**config.mk**
```make
export PLATFORM = sky130hd
export DESIGN_NAME = extended_gcd_unit
export DESIGN_NICKNAME = d
export VERILOG_FILES = /design/src/sv/egcd_pkg.sv /design/src/sv/egcd_div.sv /design/src/sv/egcd_coef.sv /design/src/sv/extended_gcd_unit.sv
export VERILOG_INCLUDE_DIRS = /design/src /design/src/sv
export SDC_FILE = /design/constraint.sdc
export NUM_CORES = 1
export LEC_CHECK = 0
export ABC_CLOCK_PERIOD_IN_PS = 8850
export BUFFER_PORTS_ARGS = -buffer_cell sky130_fd_sc_hd__buf_2
export CORE_UTILIZATION = 55
export DETAILED_ROUTE_END_ITERATION = 10
export PLACE_DENSITY = 0.83
export SYNTH_ARGS = -nofsm -noshare
export SYNTH_HDL_FRONTEND = slang
export SYNTH_SLANG_ARGS = --single-unit
export TNS_END_PERCENT = 100
```
**constraint.sdc**
```tcl
create_clock -name clk -period 8.85 [get_ports clk]
set_input_delay 0.4425 -clock clk [delete_from_list [all_inputs] [get_ports clk]]
set_output_delay 0.4425 -clock clk [all_outputs]
set_load 0.005 [all_outputs]
```
**src/sv/extended_gcd_unit_defines.svh**
```systemverilog
// assertion macros for the extended gcd unit
`ifndef EXTENDED_GCD_UNIT_DEFINES_SVH
`define EXTENDED_GCD_UNIT_DEFINES_SVH

// same-cycle implication, checked on clk outside reset
`define EGCD_ASSERT_SAME(lbl, ante, cons, msg) \
  lbl: assert property (@(posedge clk) disable iff (!rst_n) (ante) |-> (cons)) else $error(msg);

// next-cycle implication, checked on clk outside reset
`define EGCD_ASSERT_NEXT(lbl, ante, cons, msg) \
  lbl: assert property (@(posedge clk) disable iff (!rst_n) (ante) |=> (cons)) else $error(msg);

`endif

```
**src/sv/egcd_pkg.sv**
```systemverilog
// types shared by the extended gcd unit and its datapath modules
package egcd_pkg;

  typedef enum logic [2:0] {
    ST_IDLE,
    ST_CHECK,
    ST_DIV,
    ST_UPDATE,
    ST_FINISH
  } egcd_state_t;

  typedef struct packed {
    logic load;
    logic step;
  } egcd_ctl_t;

  typedef struct packed {
    logic qbit_valid;
    logic qbit;
    logic last;
  } egcd_div_stat_t;

endpackage

```
**src/sv/egcd_div.sv**
```systemverilog
// bit-serial restoring divider on operand magnitudes, one quotient bit per cycle while ctl.step is high
module egcd_div
  import egcd_pkg::*;
#(
  parameter int WORD_BITS = 32
) (
  input  logic                 clk,
  input  logic                 rst_n,
  input  egcd_ctl_t            ctl,
  input  logic [WORD_BITS-1:0] num,
  input  logic [WORD_BITS-1:0] den,
  output egcd_div_stat_t       stat,
  output logic [WORD_BITS-1:0] rem_mag
);

  localparam int CNT_W = $clog2(WORD_BITS + 1);

  logic [WORD_BITS-1:0] rem_r, rem_nxt;
  logic [WORD_BITS-1:0] dvd_r, dvd_nxt;
  logic [WORD_BITS-1:0] dm_r, dm_nxt;
  logic [CNT_W-1:0]     cnt_r, cnt_nxt;
  logic [WORD_BITS:0]   shifted;
  logic [WORD_BITS:0]   diff;
  logic                 ge;

  assign shifted = {rem_r, dvd_r[WORD_BITS-1]};
  assign ge      = shifted >= {1'b0, dm_r};
  assign diff    = shifted - {1'b0, dm_r};

  always_comb begin
    rem_nxt = rem_r;
    dvd_nxt = dvd_r;
    dm_nxt  = dm_r;
    cnt_nxt = cnt_r;
    if (ctl.load) begin
      rem_nxt = '0;
      dvd_nxt = num[WORD_BITS-1] ? ('0 - num) : num;
      dm_nxt  = den[WORD_BITS-1] ? ('0 - den) : den;
      cnt_nxt = CNT_W'(WORD_BITS);
    end else if (ctl.step && (cnt_r != '0)) begin
      rem_nxt = ge ? diff[WORD_BITS-1:0] : shifted[WORD_BITS-1:0];
      dvd_nxt = {dvd_r[WORD_BITS-2:0], 1'b0};
      cnt_nxt = cnt_r - CNT_W'(1);
    end
  end

  always_ff @(posedge clk) begin
    if (!rst_n) begin
      cnt_r <= '0;
    end else begin
      cnt_r <= cnt_nxt;
    end
  end

  always_ff @(posedge clk) begin
    rem_r <= rem_nxt;
    dvd_r <= dvd_nxt;
    dm_r  <= dm_nxt;
  end

  assign stat.qbit_valid = ctl.step && (cnt_r != '0);
  assign stat.qbit       = ge;
  assign stat.last       = ctl.step && (cnt_r == CNT_W'(1));
  assign rem_mag         = rem_r;

endmodule

```
**src/sv/egcd_coef.sv**
```systemverilog
// msb-first shift-add products of the quotient with both running coefficients
module egcd_coef
  import egcd_pkg::*;
#(
  parameter int WORD_BITS = 32
) (
  input  logic                 clk,
  input  egcd_ctl_t            ctl,
  input  egcd_div_stat_t       stat,
  input  logic [WORD_BITS-1:0] x1,
  input  logic [WORD_BITS-1:0] y1,
  output logic [WORD_BITS-1:0] px,
  output logic [WORD_BITS-1:0] py
);

  logic [WORD_BITS-1:0] px_r, px_nxt;
  logic [WORD_BITS-1:0] py_r, py_nxt;

  always_comb begin
    px_nxt = px_r;
    py_nxt = py_r;
    if (ctl.load) begin
      px_nxt = '0;
      py_nxt = '0;
    end else if (stat.qbit_valid) begin
      px_nxt = {px_r[WORD_BITS-2:0], 1'b0} + (stat.qbit ? x1 : '0);
      py_nxt = {py_r[WORD_BITS-2:0], 1'b0} + (stat.qbit ? y1 : '0);
    end
  end

  always_ff @(posedge clk) begin
    px_r <= px_nxt;
    py_r <= py_nxt;
  end

  assign px = px_r;
  assign py = py_r;

endmodule

```
**src/sv/extended_gcd_unit.sv**
```systemverilog
// extended gcd unit: sequencer, remainder and coefficient registers, output register
//
// One item runs the extended Euclidean algorithm with truncating division and
// gives the last nonzero remainder with its two Bezout coefficients, all
// wrapping modulo 2^WORD_BITS, plus a flag if a step divided the minimum value
// by minus one. Each Euclid step passes through the check, divide and update
// states; in the divide state the bit-serial divider yields one quotient bit
// per cycle while the shift-add coefficient lanes consume it. in_stall is high
// from acceptance until the result is placed in the output register; a result
// waiting there does not block the next item.
module extended_gcd_unit
  import egcd_pkg::*;
#(
  parameter int WORD_BITS = 32
) (
  input  logic                        clk,
  input  logic                        rst_n,
  input  logic                        in_valid,
  output logic                        in_stall,
  input  logic signed [WORD_BITS-1:0] in_operand_a,
  input  logic signed [WORD_BITS-1:0] in_operand_b,
  output logic                        out_valid,
  input  logic                        out_stall,
  output logic signed [WORD_BITS-1:0] out_gcd_value,
  output logic signed [WORD_BITS-1:0] out_coeff_a,
  output logic signed [WORD_BITS-1:0] out_coeff_b,
  output logic                        out_overflow
);

`include "extended_gcd_unit_defines.svh"

  localparam logic [WORD_BITS-1:0] MIN_VAL = {1'b1, {(WORD_BITS-1){1'b0}}};

  egcd_state_t          state_r, state_nxt;
  egcd_ctl_t            ctl;
  egcd_div_stat_t       stat;
  logic                 out_load;

  logic [WORD_BITS-1:0] r0_r, r0_nxt, r1_r, r1_nxt;
  logic [WORD_BITS-1:0] x0_r, x0_nxt, x1_r, x1_nxt;
  logic [WORD_BITS-1:0] y0_r, y0_nxt, y1_r, y1_nxt;
  logic                 ovf_r, ovf_nxt;
  logic                 out_valid_r, out_valid_nxt;
  logic [WORD_BITS-1:0] out_gcd_r, out_ca_r, out_cb_r;
  logic                 out_ovf_r;

  logic [WORD_BITS-1:0] rem_mag, px, py;
  logic                 q_neg;

  egcd_div #(.WORD_BITS(WORD_BITS)) u_div (
    .clk     (clk),
    .rst_n   (rst_n),
    .ctl     (ctl),
    .num     (r0_r),
    .den     (r1_r),
    .stat    (stat),
    .rem_mag (rem_mag)
  );

  egcd_coef #(.WORD_BITS(WORD_BITS)) u_coef (
    .clk  (clk),
    .ctl  (ctl),
    .stat (stat),
    .x1   (x1_r),
    .y1   (y1_r),
    .px   (px),
    .py   (py)
  );

  // next state
  always_comb begin
    state_nxt = state_r;
    unique case (state_r)
      ST_IDLE:   if (in_valid) state_nxt = ST_CHECK;
      ST_CHECK:  state_nxt = (r1_r == '0) ? ST_FINISH : ST_DIV;
      ST_DIV:    if (stat.last) state_nxt = ST_UPDATE;
      ST_UPDATE: state_nxt = ST_CHECK;
      ST_FINISH: if (!out_valid_r || !out_stall) state_nxt = ST_IDLE;
      default:   state_nxt = ST_IDLE;
    endcase
  end

  // control outputs
  always_comb begin
    in_stall = (state_r != ST_IDLE);
    ctl.load = (state_r == ST_CHECK) && (r1_r != '0);
    ctl.step = (state_r == ST_DIV);
    out_load = (state_r == ST_FINISH) && (!out_valid_r || !out_stall);
  end

  assign q_neg = r0_r[WORD_BITS-1] ^ r1_r[WORD_BITS-1];

  always_comb begin
    r0_nxt  = r0_r;
    r1_nxt  = r1_r;
    x0_nxt  = x0_r;
    x1_nxt  = x1_r;
    y0_nxt  = y0_r;
    y1_nxt  = y1_r;
    ovf_nxt = ovf_r;
    if ((state_r == ST_IDLE) && in_valid) begin
      r0_nxt  = in_operand_a;
      r1_nxt  = in_operand_b;
      x0_nxt  = WORD_BITS'(1);
      x1_nxt  = '0;
      y0_nxt  = '0;
      y1_nxt  = WORD_BITS'(1);
      ovf_nxt = 1'b0;
    end else if (ctl.load) begin
      if ((r0_r == MIN_VAL) && (r1_r == '1)) begin
        ovf_nxt = 1'b1;
      end
    end else if (state_r == ST_UPDATE) begin
      r0_nxt = r1_r;
      r1_nxt = r0_r[WORD_BITS-1] ? ('0 - rem_mag) : rem_mag;
      x0_nxt = x1_r;
      x1_nxt = q_neg ? (x0_r + px) : (x0_r - px);
      y0_nxt = y1_r;
      y1_nxt = q_neg ? (y0_r + py) : (y0_r - py);
    end
  end

  assign out_valid_nxt = out_load ? 1'b1 : (out_valid_r && out_stall);

  always_ff @(posedge clk) begin
    if (!rst_n) begin
      state_r     <= ST_IDLE;
      out_valid_r <= 1'b0;
    end else begin
      state_r     <= state_nxt;
      out_valid_r <= out_valid_nxt;
    end
  end

  always_ff @(posedge clk) begin
    r0_r  <= r0_nxt;
    r1_r  <= r1_nxt;
    x0_r  <= x0_nxt;
    x1_r  <= x1_nxt;
    y0_r  <= y0_nxt;
    y1_r  <= y1_nxt;
    ovf_r <= ovf_nxt;
    if (out_load) begin
      out_gcd_r <= r0_r;
      out_ca_r  <= x0_r;
      out_cb_r  <= y0_r;
      out_ovf_r <= ovf_r;
    end
  end

  assign out_valid     = out_valid_r;
  assign out_gcd_value = out_gcd_r;
  assign out_coeff_a   = out_ca_r;
  assign out_coeff_b   = out_cb_r;
  assign out_overflow  = out_ovf_r;

  `EGCD_ASSERT_NEXT(a_accept_to_check, in_valid && !in_stall, state_r == ST_CHECK, "accepted item did not start a step check")
  `EGCD_ASSERT_SAME(a_update_after_div, state_r == ST_UPDATE, $past(state_r) == ST_DIV, "update without a finished division")
  `EGCD_ASSERT_SAME(a_finish_on_zero, state_r == ST_FINISH, r1_r == '0, "finished with a nonzero second remainder")
  `EGCD_ASSERT_NEXT(a_hold_pending, state_r == ST_FINISH && out_valid_r && out_stall, state_r == ST_FINISH && out_valid_r, "pending result overwritten")

endmodule

```
* Word level (Yosys, flattened, before mapping)
Cells that the tools add are included.
Storage, ports and cells: bits in registers 460, word-level logic and storage cells 93
Cells by class: add/subtract/negate cells 11, order comparisons 1, equal/unequal tests 11, multiplexer cells 24, bitwise gates (word level) 3, reductions and logical operators 22
Operators by type and width (count):
- $mux 32 | 15
- $add 32x32->32 | 4
- $sub 1x32->32 const A | 3
- $sub 32x32->32 | 3
- $eq 32x32->1 const B | 2
- $ge 33x32->1 | 1
- $logic_not 32->1 | 1
- $reduce_bool 32->1 | 1
- $mux 31 | 1
- $pmux 3 s5 | 1
- $mux 3 | 4
- $mux 6 | 2
- $logic_and 1x1->1 | 7
- $eq 3x2->1 const B | 2
- $eq 6x1->1 const B | 1
- $reduce_and 2->1 | 3
- $reduce_bool 6->1 | 1
- $sub 6x1->6 const B | 1
- $ne 2x1->1 const B | 2
- $ne 2x2->1 const B | 2
- $reduce_bool 2->1 | 2
- $eq 3x1->1 const B | 1
- $eq 3x3->1 const B | 1
- $logic_not 3->1 | 1
- other kinds (8) | 10

* Logic depth before layout (Yosys ltp)
Gate-level depths: netlist of run 1.
depth in word-level cells 5, depth in mapped cells 26, mapped depth without buffers 24

* Modules after synthesis
Synthesis of run 1 repeated with hierarchy kept, for this count alone.
Second synthesis, totals: cell total of the unflattened synthesis 3192, area total of the unflattened synthesis 28249.6 um2
Modules (own cells, without submodules):
- extended_gcd_unit | times used 1, cells an instance 1659, area each 15388.5 um2
- egcd_div | times used 1, cells an instance 823, area each 7156.9 um2
- egcd_coef | times used 1, cells an instance 710, area each 5704.2 um2

* Least setup slack after synthesis of run 1
OpenSTA, ideal clock, no wires.
kind reg-to-reg, from register state_r[2], to register out_ca_r[0] (netlist: out_coeff_a[0]) (enable), setup time 0.585 ns, arrival time 5.629 ns, data required time 8.265 ns, setup slack 2.636 ns, cell stages (with the launch flop) 4, path buffers 0, clock period less this slack 6.214 ns, path through dfxtp_1 -> clkinv_1 -> or3_1 -> a21oi_1
Between the ends: cells in the longest elaborated chain, start to end 2
Ends and longest elaborated chain:
- start: declaration | RTL line extended_gcd_unit.sv:34 | egcd_state_t state_r, state_nxt;
- start signal: assignment | RTL line extended_gcd_unit.sv:130 | state_r <= state_nxt;
- $eq 3x3->1 | RTL line extended_gcd_unit.sv:88 | out_load = (state_r == ST_FINISH) && (!out_valid_r || !out_stall);
- $logic_and 1x1->1 | RTL line extended_gcd_unit.sv:88
- named net out_load | RTL line extended_gcd_unit.sv:37 | logic out_load;
- end signal: assignment | RTL line extended_gcd_unit.sv:145 | out_ca_r <= x0_r;
- end: declaration | RTL line extended_gcd_unit.sv:44 | logic [WORD_BITS-1:0] out_gcd_r, out_ca_r, out_cb_r;
The timed path passes the listed nets, and every way through them passes these cells. A chain may end at the register's enable or synchronous reset.

* Worst setup path after layout of run 1
from register u_div.rem_r[8] (netlist: u_div.rem_mag[8]), to register u_coef.py_r[30] (netlist: u_coef.py[30])
Between the ends: cells in the longest elaborated chain, start to end 3
Ends and longest elaborated chain:
- start: declaration | RTL line egcd_div.sv:18 | logic [WORD_BITS-1:0] rem_r, rem_nxt;
- start signal: assignment | RTL line egcd_div.sv:56 | rem_r <= rem_nxt;
- $ge 33x32->1 | RTL line egcd_div.sv:27 | assign ge = shifted >= {1'b0, dm_r};
- $mux 32 | RTL line egcd_coef.sv:27 | py_nxt = {py_r[WORD_BITS-2:0], 1'b0} + (stat.qbit ? y1 : '0);
- $add 32x32->32 | RTL line egcd_coef.sv:27
- end signal: assignment | RTL line egcd_coef.sv:33 | py_r <= py_nxt;
- end: declaration | RTL line egcd_coef.sv:17 | logic [WORD_BITS-1:0] py_r, py_nxt;
No other way between the ends.

==> results.md, run 1 <==
- # hold bufs at CTS: 0
- Hold_sp: in_operand_a[24]
- Synthesized netlist cell count: 2,996
- Final wirelength: between 60,000 and 70,000 um
- Most common cell in the netlist: nand2_1
- Maximum vdd ir drop: 0.148 mV
- Cell mode on critical path: a31oi_1
- Fraction of the cycle the final worst path needs: slightly above 70%
- TritonRoute pass-1 iters: 5
- Share of cells above drive strength 1: 9.08%
- FMAX: 159 MHz
- Max Cap Violations: 0
- Clock-pin slew on the worst setup and hold paths: 0.06 ns
- Worst hold margin: 0.123 ns
- Area of the multi-input gates: 14,500 um2
- Crit path from: u_div.rem_mag[8]
- Hold Path Class: in2reg
- Buffers & Inverters on Critical Path: 1
- Top FF cell, synth: dfxtp_1
- PostCTS Resize Cnt: 0
- Vias: 22,374
- I/O Pins: 167
- Synth Net Count: around 3,200
- Arrival time at the worst endpoint: 6.82 ns
- CP Launch Type: register
- Cell accounting for the most synthesized area: edfxtp_1
- Setup CP Type: reg2reg
- R2r startpoint: u_div.rem_mag[8]
- Average size of a mapped cell: ~9 um2
- Yosys warnings: 0
- Setup bufs post-CTS: 0
- GRT Overall Usage: about a quarter
- Setup TNS: 0 ns
- PD cells: 170 nW/um2
- Post-Syn Area: 26,700 um2
- Initial antenna violation count: 3
- Ant diodes: 0
- Setup violators final: 0
- Worst Max-Slew Pin Slew: 1.22 ns
- Crit. End Element: register
- Global-route wire length before repair: 107,000 um
- Pin count of the biggest net entering global routing: 204
- Reg area: around 11,000 um2
- Critical path data required time: 9.37 ns
- Vias/cell: 5.94
- Post-synth EDFFs: around 230
- DR DRC count: 0
- Min Tclk post-route: 6.29 ns
- Die Y: around 220 um
- Worst-Skew Late Latency: ~0.60 ns
- Clock Path Buffers: 3
- Cells along the critical path: ha_1 -> nand2_1 -> nor3_1 -> o311ai_0 -> a32oi_1 -> a31oi_1 -> o21a_1 -> o221ai_4 -> buf_4 -> and2_1 -> ha_1 -> a21oi_1 -> o21bai_1 -> a21oi_1 -> o211a_1 -> o31ai_1 -> a31oi_1 -> o21ai_0 -> a31oi_1 -> nand2b_1 -> a2111o_1 -> o2111ai_1
- Fin. Hold Viols: 0
- Critical Path Fanout Max: 45
- Skew final: around 0.019 ns
- HPWL after DPL: 46,400 um
- RSZ-0062 raised after global routing: no
- Post-synth top area share: 25.3%
- CP max stage cell: buf_4
- Antenna viol nets, final: 0
- Final net count: 3,345
- Slowest stage delay, CP: approximately 0.52 ns
- PortBufs: 166
- WL/cell: 17.8 um
- Final max-slew violation count: 0
- Die width: around 220 um
- Initial Util: 55.8%
- Setup Slack @ Placement: 2.68 ns
- Most frequent cells after synthesis: nand2_1 (544), o21ai_0 (288), a21oi_1 (245)
- Final Wtd Congestion: ~0.93
- Synth area leaders: edfxtp_1 (25%), dfxtp_1 (18%), nand2_1 (7.6%)
- CTS tree: yes
- Root buffer cell: clkbuf_16
- CTS Buf Count: 50
- Core ar.: 47,800 um2
- Unique masters post-synth: 75
- Vias in the first global route: 21,127
- Synth async-reset ratio: 0%
- FF+latch count, synth: 460
- Fill cells: 4,001
- H-tree levels: 2
- Gr ovfl total: 0
- # clock sinks: 460
- Iter 0 DRT Violations: 1,825
- PnR worst setup slack: 2.56 ns
- Post-synthesis sequential area ratio: 42.9%
- Die Area: 49,400 um2
- CP delay by family, top: compound AO/OA/AOI/OAI gates
- Status: completed
- Slew Limit Headroom: a little under a fifth
- Leak Pwr: 0.0121 uW
- FP Rows: 80
- Area growth from synthesis to layout: 11.2%
[layout by cell type, fill, tap and decap left out, types with 17 or more instances in the layout]
cell	count
nand2_1	544
o21ai_0	288
a21oi_1	244
dfxtp_1	235
edfxtp_1	225
buf_2	166
ha_1	163
xnor2_1	146
xor2_1	135
nor2_1	133
inv_1	92
nand3_1	71
and2_1	67
a21o_1	59
nor3_1	51
clkbuf_16	51
o31ai_1	47
nand2b_1	25
or3_1	23
a211oi_1	20
o21bai_1	20
o21a_1	19
a31oi_1	19
nand4_1	19
or4_1	17
[stage by stage]
stage / total power, uW / instances / instance area [um2] / util (%)
6_report: 5040 / 3766 / 29700 / 62.1
5_1_grt: 5210 / 3766 / 29700 / 62.1
4_1_cts: 5070 / 3766 / 29700 / 62.1
3_5_place_dp: 2940 / 3672 / 28000 / 58.6
3_3_place_gp: 2930 / 3672 / 28000 / 58.6
2_1_floorplan: 2770 / 2996 / 26700 / -
[worst register-to-register path, stage by stage (launching register included)]
cell	delay (ns)
dfxtp_1	0.37
ha_1	0.37
nand2_1	0.09
nor3_1	0.33
o311ai_0	0.26
a32oi_1	0.41
a31oi_1	0.21
o21a_1	0.28
o221ai_4	0.51
buf_4	0.53
and2_1	0.24
ha_1	0.21
a21oi_1	0.10
o21bai_1	0.16
a21oi_1	0.11
o211a_1	0.14
o31ai_1	0.46
a31oi_1	0.26
o21ai_0	0.31
a31oi_1	0.15
nand2b_1	0.21
a2111o_1	0.42
o2111ai_1	0.09
[logic make-up after synthesis]
kind of cell	count (synthesis)	synth area share (%)
adder cells (fa/ha/maj)	168	8.01
flip-flops	460	42.9
AND/OR/NAND/NOR	1034	17.7
XOR/XNOR	283	9.28
AO/OA/AOI/OAI	816	18.2
buffers and inverters	218	3.22
multiplexers	17	0.642
[worst paths after layout]
path,endpoint,slack [ns],depth (start not counted)
worst max-delay path,u_coef.py[30],2.56,22
worst min-delay path,r0_r[24],0.12,3
worst max register to register,u_coef.py[30],2.56,22
worst min register to register,out_overflow,0.45,0
[where the power goes]
group          internal, uW  leakage [uW]  switching, uW  total, uW
Clock                  1250      0.000792            877       2130
Sequential             2340       0.00401           80.8       2420
Combinational           156       0.00728            332        488
Total                  3750        0.0121           1290       5040
[layer usage]
layer / vias up / wire (um) / global-route usage [%]
met5: - / 17 / 0
li1: 10919 / - / -
met2: 757 / 30600 / 43.7
met4: 2 / 2420 / 10.6
met3: 166 / 5050 / 4.83
met1: 10530 / 28800 / 34.9
[cell type report]
| type | instances | area share, % |
|---|---|---|
| multi-input cells | 2318 | 48.7 |
| clock inverters | 26 | 1.02 |
| inverters | 96 | 1.22 |
| well taps | 615 | 2.59 |
| clock buffers | 68 | 4.58 |
| repair buffers | 183 | 3.27 |
| flip-flops and latches | 460 | 38.6 |
(Power assumes the default switching activity.)
==> run 2, diff against run 1 <==
- ABC_CLOCK_PERIOD_IN_PS: 8850 -> 5800
- clock period: 8.85 -> 5.8 ns (I/O delays scaled with it)
==> run 2 against run 1 <==
Compared with the run above: first-iteration DRC count up 10%; critical path depth unchanged; global-route usage increased by 0.89 points; setup slack worse by 2.1 ns; routed wire length up 2.9%; cell count is 1.4% higher; die area is the same; clock skew is 0.0079 ns higher; worst hold slack lost 0.11 ns; register-to-register slack worse by 2.1 ns; utilization up 1.1 points; via count increased by 1.6%; largest power group unchanged.
==> results.md, run 2 (synthesis gave the netlist of run 1 again) <==
- Slew Limit Headroom: 33.4% (+15 points)
- Arrival time at the worst endpoint: 5.86 ns (-0.96 ns)
- Global-route wire length before repair: 111,000 um (+3.6%)
- Met2 WL post-DR: 32,400 um (+5.8%)
- FP Rows: 80 (unchanged)
- Root buffer cell: clkbuf_16
- Area growth from synthesis to layout: 13.2%
- Max Cap Violations: 0 (unchanged)
- Commonest non-fill, non-tap cells in the layout: nand2_1 (544), o21ai_0 (287), a21oi_1 (244)
- Die width: 222 um (unchanged)
- Critical Path Fanout Max: 11 (-76%)
- DR DRC count: 0 (unchanged)
- CP delay by family, top: compound AO/OA/AOI/OAI gates
- Placed cell area: 28,200 um2 (+0.50%)
- Fin. Hold Viols: 0 (unchanged)
- Uppermost routed layer: met5
- CTS Buf Count: 49 (-2.0%)
- HPWL after DPL: 46,600 um (+0.37%)
- Initial antenna violation count: 4 (+1)
- CP Launch Type: register
- Clock-pin slew on the worst setup and hold paths: 0.06 ns (about the same)
- Iter 0 DRT Violations: 2,012 (+10%)
- Cells along the critical path: ha_1 -> o21ai_0 -> a31oi_2 -> o311ai_2 -> a32oi_1 -> a31oi_1 -> o21a_1 -> o221ai_4 -> buf_4 -> and2_1 -> ha_1 -> a21o_1 -> a21oi_1 -> o21a_1 -> o211a_1 -> o31ai_1 -> a31oi_1 -> o21ai_0 -> a31oi_1 -> nand2b_1 -> a2111o_1 -> o2111ai_1
- I/O Pins: 167 (unchanged)
- Maximum vdd ir drop: 0.184 mV (+24%)
- Min Tclk post-route: 5.34 ns (-0.950 ns)
- FMAX: 187 MHz (+18%)
- PortBufs: 166 (unchanged)
- Clock power frac: 42.0% (-0.3 points)
- Clock Path Buffers: 3 (unchanged)
- Internal Power: 5740 uW (+53%)
- PD cells: 255 nW/um2 (+50%)
- WL/cell: 18.0 um (+1.5%)
- Leak Pwr: 0.0124 uW (+2.2%)
- Reg area: 11,500 um2 (unchanged)
- Vias: 22,727 (+1.6%)
- Critical path data required time: 6.32 ns (-3.05 ns)
- Sequential power share: 47.9% (about the same)
- Hold Path Class: in2reg
- Worst Max-Slew Pin Slew: 1.00 ns (-0.217 ns)
- Met1 Wirelength: 28,800 um (+0.18%)
- Initial Util: 55.8% (unchanged)
- TritonRoute pass-1 iters: 6 (+1)
- Sw frac: 25.6% (+0.042 points)
- Gr ovfl total: 0 (unchanged)
- Setup violators final: 0 (unchanged)
- GRT Overall Usage: 27.6% (+0.89 points)
- CP max stage cell: a2111o_1
- Gate power share: 10.1% (+0.4 points)
- Area of the multi-input gates: 14,500 um2 (+0.22%)
- Worst hold margin: 0.0151 ns (-0.108 ns)
- Fill cells: 3,848 (-3.8%)
- Pin count of the biggest net entering global routing: 204 (unchanged)
- Die Y: 222 um (unchanged)
- Skew final: 0.0266 ns (+0.00795 ns)
- Final net count: 3,397 (+1.6%)
- Final Util: 63.2% (+1.1 points)
- Status: completed
- Slowest stage delay, CP: 0.41 ns (-0.11 ns)
- Crit. End Element: register
- Final max-slew violation count: 0 (unchanged)
- # clock sinks: 460 (unchanged)
- Share of cells above drive strength 1: 9.90% (+0.83 points)
- Most common cell after layout, fill and taps aside: nand2_1
- DR WL met3: 5480 um (+8.5%)
- Worst-Skew Late Latency: 0.60 ns (about the same)
- H-tree levels: 2 (unchanged)
- Setup TNS: 0 ns (unchanged)
- Antenna viol nets, final: 0 (unchanged)
- Core ar.: 47,800 um2 (unchanged)
- RSZ-0062 raised after global routing: no
- Vias in the first global route: 21,823 (+3.3%)
- Buffers & Inverters on Critical Path: 1 (unchanged)
- Fraction of the cycle the final worst path needs: 92.1% (+21 points)
- CTS tree: yes
- Switching power: 1980 uW (+53%)
- Cell mode on critical path: a31oi_1
- Final Wtd Congestion: 0.912 (-1.6%)
- Die Area: 49,400 um2 (unchanged)
- Tot Pwr: 7720 uW (+53%)
- Setup CP Type: reg2reg
- Final wirelength: 68,800 um (+2.9%)
- Design area: 30,200 um2 (+1.8%)
- Vias/cell: 5.95 (+0.19%)
[run 2: final cells by class]
cell class,count,area share [%]
clock inverter,30,1.05
inverter,96,1.20
multi-input combinational,2318,48.0
antenna,2,0.0166
clock buffer,61,4.44
timing repair buffer,236,4.85
sequential,460,37.9
tap,615,2.55
[run 2: stage by stage]
step,std cells,setup WS (ns)
6_report,3818,0.459
5_1_grt,3816,0.0372
4_1_cts,3815,0.0762
3_5_place_dp,3689,0.00600
3_3_place_gp,3689,0.125
2_1_floorplan,2996,0.330
[run 2: power by group through the flow]
stage / Clock [uW] / Sequential, uW / Combinational (uW)
6_report: 3240 / 3700 / 779
4_1_cts: 3290 / 3690 / 766
3_3_place_gp: 0 / 3750 / 723
2_1_floorplan: 0 / 3710 / 524
5_1_grt: 3410 / 3700 / 852
3_5_place_dp: 0 / 3760 / 739
[run 2: per-layer routing]
layer,vias up,GRT usage (%)
met5,-,0
met4,6,9.52
met2,881,46.4
met1,10689,36.0
li1,10994,-
met3,157,4.40
[run 2: tightest hold or removal path, stage by stage]
cell and delay (ns):
buf_2 0.07, nand2_1 0.05, nand2_1 0.07
[run 2: final timing paths]
check / from / endpoint / slack (ns) / cells past startpoint
max: u_div.rem_mag[2] / u_coef.py[30] / 0.46 / 22
max reg2reg: u_div.rem_mag[2] / u_coef.py[30] / 0.46 / 22
min: in_operand_a[7] / r0_r[7] / 0.02 / 3
min reg2reg: ovf_r / out_overflow / 0.45 / 0
[run 2: repair_timing]
action,4_1_cts,5_1_grt
setup endpoints to repair,2,12
gates resized for setup,0,8
endpoints found under the hold margin,37,0
gates cloned,0,0
hold buffers,34,0
setup buffers,1,1
pin swaps,1,2
